## src/rtl/ppsg_pkg.sv

```systemverilog
`timescale 1ns / 1ps

package ppsg_pkg;

    localparam int CFG_W      = 16;
    localparam int CFG_IDX_W  = 3;
    localparam int COORD_W    = 16;
    localparam int OFF_W      = 17;
    localparam int SQ_W       = 2 * OFF_W;
    localparam int RAD_W      = 36;
    localparam int ROOT_W     = 30;
    localparam int REM_W      = ROOT_W + 3;
    localparam int PROD_W     = ROOT_W + CFG_W;
    localparam int FRAC_SHIFT = 24;
    localparam int LEN_W      = 24;
    localparam int DLY_W      = 24;
    localparam int DIVN_W     = LEN_W + 8;
    localparam int RATIO_W    = 16;
    localparam int PHASE_W    = 3;
    localparam int ROOT_STEPS = ROOT_W;
    localparam int DIV_STEPS  = DIVN_W;
    localparam int CNT_W      = 5;

    typedef enum logic [1:0] {
        OP_TICK  = 2'd0,
        OP_MOVE  = 2'd1,
        OP_START = 2'd2,
        OP_NOP   = 2'd3
    } t_op;

    typedef enum logic [1:0] {
        PEN_KEEP  = 2'd0,
        PEN_LOWER = 2'd1,
        PEN_LIFT  = 2'd2
    } t_pen;

    typedef enum logic [CFG_IDX_W-1:0] {
        CFG_SURFACE_WIDTH = 3'd0,
        CFG_LEFT_MARGIN   = 3'd1,
        CFG_TOP_MARGIN    = 3'd2,
        CFG_USABLE_WIDTH  = 3'd3,
        CFG_USABLE_HEIGHT = 3'd4,
        CFG_STEPS_PER_MM  = 3'd5,
        CFG_BASE_DELAY    = 3'd6
    } t_cfg_idx;

    typedef enum logic [3:0] {
        S_IDLE,
        S_SQUARE,
        S_SUM,
        S_ROOT,
        S_SCALE,
        S_DIFF,
        S_DIVIDE,
        S_DELAY,
        S_DONE
    } t_state;

    typedef struct packed {
        logic imm;
        logic cap_move;
        logic cap_start;
        logic square;
        logic sum;
        logic root;
        logic scale_start;
        logic scale_move;
        logic diff;
        logic divide;
        logic delay;
        logic finish;
    } t_cmd;

    typedef struct packed {
        logic busy;
    } t_status;

endpackage

```

## src/rtl/ppsg_controller.sv

```systemverilog
`timescale 1ns / 1ps

module ppsg_controller
    import ppsg_pkg::*;
(
    input  logic       i_clk,
    input  logic       i_rst_n,
    input  logic       i_in_valid,
    input  logic [1:0] i_op,
    input  logic       i_out_ready,
    input  t_status    i_status,
    output logic       o_in_ready,
    output logic       o_out_valid,
    output t_cmd       o_cmd
);

    t_state            r_state, n_state;
    logic [CNT_W-1:0]  r_cnt, n_cnt;
    logic              r_move, n_move;
    logic              r_out_valid, n_out_valid;
    logic              set_out;

    always_ff @(posedge i_clk) begin
        if (!i_rst_n) begin
            r_state     <= S_IDLE;
            r_cnt       <= '0;
            r_move      <= 1'b0;
            r_out_valid <= 1'b0;
        end else begin
            r_state     <= n_state;
            r_cnt       <= n_cnt;
            r_move      <= n_move;
            r_out_valid <= n_out_valid;
        end
    end

    always_comb begin
        n_state    = r_state;
        n_cnt      = r_cnt;
        n_move     = r_move;
        o_cmd      = '0;
        set_out    = 1'b0;
        o_in_ready = 1'b0;
        case (r_state)
            S_IDLE: begin
                o_in_ready = !r_out_valid || i_out_ready;
                if (i_in_valid && o_in_ready) begin
                    if (t_op'(i_op) == OP_START) begin
                        o_cmd.cap_start = 1'b1;
                        n_move          = 1'b0;
                        n_state         = S_SQUARE;
                    end else if (t_op'(i_op) == OP_MOVE && !i_status.busy) begin
                        o_cmd.cap_move = 1'b1;
                        n_move         = 1'b1;
                        n_state        = S_SQUARE;
                    end else begin
                        o_cmd.imm = 1'b1;
                        set_out   = 1'b1;
                    end
                end
            end
            S_SQUARE: begin
                o_cmd.square = 1'b1;
                n_state      = S_SUM;
            end
            S_SUM: begin
                o_cmd.sum = 1'b1;
                n_cnt     = '0;
                n_state   = S_ROOT;
            end
            S_ROOT: begin
                o_cmd.root = 1'b1;
                n_cnt      = r_cnt + 1'b1;
                if (r_cnt == CNT_W'(ROOT_STEPS - 1)) begin
                    n_state = S_SCALE;
                end
            end
            S_SCALE: begin
                if (r_move) begin
                    o_cmd.scale_move = 1'b1;
                    n_state          = S_DIFF;
                end else begin
                    o_cmd.scale_start = 1'b1;
                    n_state           = S_DONE;
                end
            end
            S_DIFF: begin
                o_cmd.diff = 1'b1;
                n_cnt      = '0;
                n_state    = S_DIVIDE;
            end
            S_DIVIDE: begin
                o_cmd.divide = 1'b1;
                n_cnt        = r_cnt + 1'b1;
                if (r_cnt == CNT_W'(DIV_STEPS - 1)) begin
                    n_state = S_DELAY;
                end
            end
            S_DELAY: begin
                o_cmd.delay = 1'b1;
                n_state     = S_DONE;
            end
            S_DONE: begin
                o_cmd.finish = 1'b1;
                set_out      = 1'b1;
                n_state      = S_IDLE;
            end
            default: begin
                n_state = S_IDLE;
            end
        endcase
        if (set_out) begin
            n_out_valid = 1'b1;
        end else if (i_out_ready) begin
            n_out_valid = 1'b0;
        end else begin
            n_out_valid = r_out_valid;
        end
    end

    assign o_out_valid = r_out_valid;

endmodule

```

## config.mk

```make
export PLATFORM = sky130hd
export DESIGN_NAME = ppsg_controller
export DESIGN_NICKNAME = d
export VERILOG_FILES = /design/src/rtl/ppsg_pkg.sv /design/src/rtl/ppsg_controller.sv
export SDC_FILE = /design/constraint.sdc
export NUM_CORES = 1
export LEC_CHECK = 0
export ABC_AREA = 1
export BUFFER_PORTS_ARGS = -buffer_cell sky130_fd_sc_hd__buf_2
export CORE_ASPECT_RATIO = 1.2
export CORE_MARGIN = 2
export CORE_UTILIZATION = 23
export CTS_CLUSTER_DIAMETER = 80
export DETAILED_ROUTE_END_ITERATION = 10
export PLACE_DENSITY = 0.47
export SYNTH_ARGS = -nofsm -noshare
export SYNTH_HDL_FRONTEND = slang
export SYNTH_SLANG_ARGS = --single-unit
```

## constraint.sdc

```tcl
create_clock -name i_clk -period 1.52 [get_ports i_clk]
set_input_delay 0 -clock i_clk [delete_from_list [all_inputs] [get_ports i_clk]]
set_output_delay 0 -clock i_clk [all_outputs]
set_load 0.02 [all_outputs]
```

==> flow_summary.yaml <==
run_status:
  status: "finished clean"
timing:
  slew_headroom: 0.828
  slew_violations: 0
  finalHoldViolCount: 0
  fmax_ghz: 0.729
  hold_slack_ns: 0.133
  tightest_slew_ns: 0.257
  rsz0062_at_grt: "false"
  fin_crit_sh: 0.902
  min_period_ns: 1.37
  tns_ns: 0
  skew_ns: 0.00475
  final-setup-viol-count: 0
drt:
  wl_per_cell_um: 9.79
  firstDrtPassIters: 4
  routed_wl_um: 1750
  drt.antenna.violating_nets: 0
  drt_iter0_markers: 12
  via_per_inst: 4.41
  drc: 0
  vias: 790
worst_setup_path:
  worst-r2r-setup-slack_ns: 0.16
  reg2reg_depth: 7
  worstPathCellList: "nor2_4 -> buf_4 -> inv_1 -> nor3_1 -> buf_2"
  end_kind: "primary output"
  r2r-end: "r_cnt[1]$_SDFFE_PN0P_"
  crit_path_start_kind: "register"
  cp_max_fo: 6
  criticalPathCategory: "reg2out"
  cp_data_required_time_ns: 1.52
  cp_slowest_cell: "dfxtp_2"
  cp_slowest_stage_delay_ns: 0.37
  crit_arrival_ns: 1.37
  timing.rr.start: "r_state[2]$_SDFFE_PN0P_"
grt:
  grt_pass1_vias: 785
  antenna_found_initial: 0
  overflow: 0
  grt_max_degree: 8
  track_usage: 0.109
  grt_pass1_wl_um: 3150
clock_tree:
  clk_latency_ns: 0.27
  htreeDepth: 1
  cts_tree: "yes"
  root_buffer: "clkbuf_4"
  cts_buffer_depth: 2
  cts.sinks: 11
  cts-buffers-inserted: 3
  path_clk_slew_ns: 0.08
power:
  power_leakage_nw: 0.530
  max-vdd-ir-drop_mv: 0.585
  power_density_nw_per_um2: 1710
synthesis:
  avgSynthCellArea_um2: 6.33
  synth-seq-cells: 11
  syn_nets: 126
  yosys_warnings: 0
  yosysUniqueCellTypes: 22
  syn_area_um2: 734
  synth_cells: 116
  ys_seq_area_frac: 0.300
min_path:
  hold_end: "o_out_valid$_SDFFE_PN0P_"
  hold_class: "in2reg"
  holdCritStartpoint: "i_op[0]"
  whs_path_depth: 4
place:
  placed_area_um2: 887
  dpl.hpwl_um: 1420
  io_buffers: 20
  post-place-cells: 173
  place.gp.congestion: 0.750
cells_and_area:
  final_core_util: 0.316
  area_delta_synth_final_pct: 31.3
  post_layout_nonfiller_instances: 179
  fin_area_um2: 965
  final_layout_size_suffix_gt1_frac: 0.308
  layout.nets: 154
  num_antenna_cells: 0
die:
  die_height_um: 65.9
  fp-row-count: 22
  die_area_um2: 3660
  ios: 21
  die_x_um: 55.6
  start_util: 0.240
  core_area_um2: 3060
flow_run:
  max_cap_viol_count: 0
how the worst max path moves through the flow:
stage          cells after the start                    start  slack, ns                      end
2_1_floorplan                      3  r_state[0]$_SDFFE_PN0P_       0.22                 o_cmd[9]
3_3_place_gp                       9    r_cnt[0]$_SDFFE_PN0P_       0.16  r_state[1]$_SDFFE_PN0P_
5_1_grt                            6  r_state[1]$_SDFFE_PN0P_      0.004                o_cmd[11]
6_report                           5  r_state[1]$_SDFFE_PN0P_       0.15                 o_cmd[5]
3_5_place_dp                       9    r_cnt[0]$_SDFFE_PN0P_       0.09  r_state[1]$_SDFFE_PN0P_
4_1_cts                            6  r_state[0]$_SDFFE_PN0P_      0.009                o_cmd[10]
critical path: cells and delay by family, from the launching register on:
| family | cells | cell delay, ns |
|---|---|---|
| buf+inv | 3 | 0.38 |
| flops | 1 | 0.37 |
| simple gates | 2 | 0.36 |
stage by stage:
stage | power (mW) | setup WS (ns)
2_1_floorplan | 1.08 | 0.222
3_3_place_gp | 1.31 | 0.165
3_5_place_dp | 1.32 | 0.0927
4_1_cts | 1.54 | 0.00896
5_1_grt | 1.80 | 0.00381
6_report | 1.65 | 0.149
layout by cell type, fill, tap and decap left out:
| master | synthesis | routed |
|---|---|---|
| nor3_4 | 0 | 1 |
| nand3_1 | 12 | 12 |
| clkbuf_4 | 0 | 3 |
| xor2_1 | 1 | 1 |
| o21a_1 | 1 | 1 |
| nand2_1 | 21 | 19 |
| inv_4 | 1 | 1 |
| nor3_2 | 2 | 1 |
| inv_1 | 22 | 22 |
| nand2_2 | 2 | 3 |
| nor2_2 | 5 | 3 |
| a21oi_2 | 1 | 1 |
| o21ai_0 | 2 | 2 |
| nand2_4 | 1 | 2 |
| clkinv_1 | 1 | 1 |
| nor4_1 | 1 | 1 |
| a21oi_1 | 8 | 8 |
| nor3_1 | 3 | 3 |
| or2_0 | 1 | 1 |
| dfxtp_4 | 0 | 1 |
| dlygate4sd3_1 | 0 | 1 |
| buf_2 | 0 | 20 |
| dfxtp_1 | 11 | 7 |
| dfxtp_2 | 0 | 3 |
| clkbuf_1 | 0 | 1 |
| or2_2 | 1 | 1 |
| ha_1 | 3 | 3 |
| o21ai_1 | 1 | 1 |
| nor2_4 | 0 | 2 |
| buf_4 | 0 | 2 |
| nor2_1 | 15 | 15 |
Yosys cell counts, drive strengths merged:
library cell	count	area, um2
o21ai	3	15.0
a21oi	9	48.8
inv	23	88.8
xor2	1	8.76
nand3	12	60.1
o21a	1	7.51
clkinv	1	3.75
nor2	20	87.6
nand2	24	103
ha	3	37.5
dfxtp	11	220
nor3	5	35.0
nor4	1	6.26
or2	2	12.5
where the power goes:
group	total (mW)	internal, mW	switching [mW]
clock network	0.208	0.102	0.106
logic	0.989	0.346	0.642
registers	0.449	0.358	0.0904
total	1.65	0.806	0.839
logic make-up after synthesis:
kind of cell / Yosys count / synth area share
xor+xnor: 1 / 0.0119
fa+ha+maj: 3 / 0.0511
compound gates: 13 / 0.0971
buf+inv: 24 / 0.126
flops: 11 / 0.300
simple gates: 64 / 0.414
sequential cells by signal, summed over array words and instances, names as in the netlist:
| register | cells |
|---|---|
| o_out_valid | 1 |
| r_move | 1 |
| r_state | 4 |
| r_cnt | 5 |
cell type report:
| type | instances | area, um2 |
|---|---|---|
| sequential | 11 | 228 |
| inverter | 24 | 92.6 |
| fill | 338 | 2090 |
| timing repair buffer | 23 | 125 |
| multi-input combinational | 81 | 448 |
| clock buffer | 4 | 26.3 |
| tap | 36 | 45.0 |
routing by layer:
metal	part of all wire	track usage	up-vias
met4	0.017	0.0701	0
li1	-	-	419
met1	0.45	0.126	356
met2	0.51	0.179	11
met5	0	0	-
met3	0.028	0.0254	4
repair_timing:
item,in CTS,in global routing
hold endpoints to repair,1,0
pin swaps,0,1
hold buffers,1,0
gates cloned,0,0
endpoints found under the setup margin,2,4
gates resized for setup,1,10
setup buffers,0,1
(Power assumes the default switching activity.)
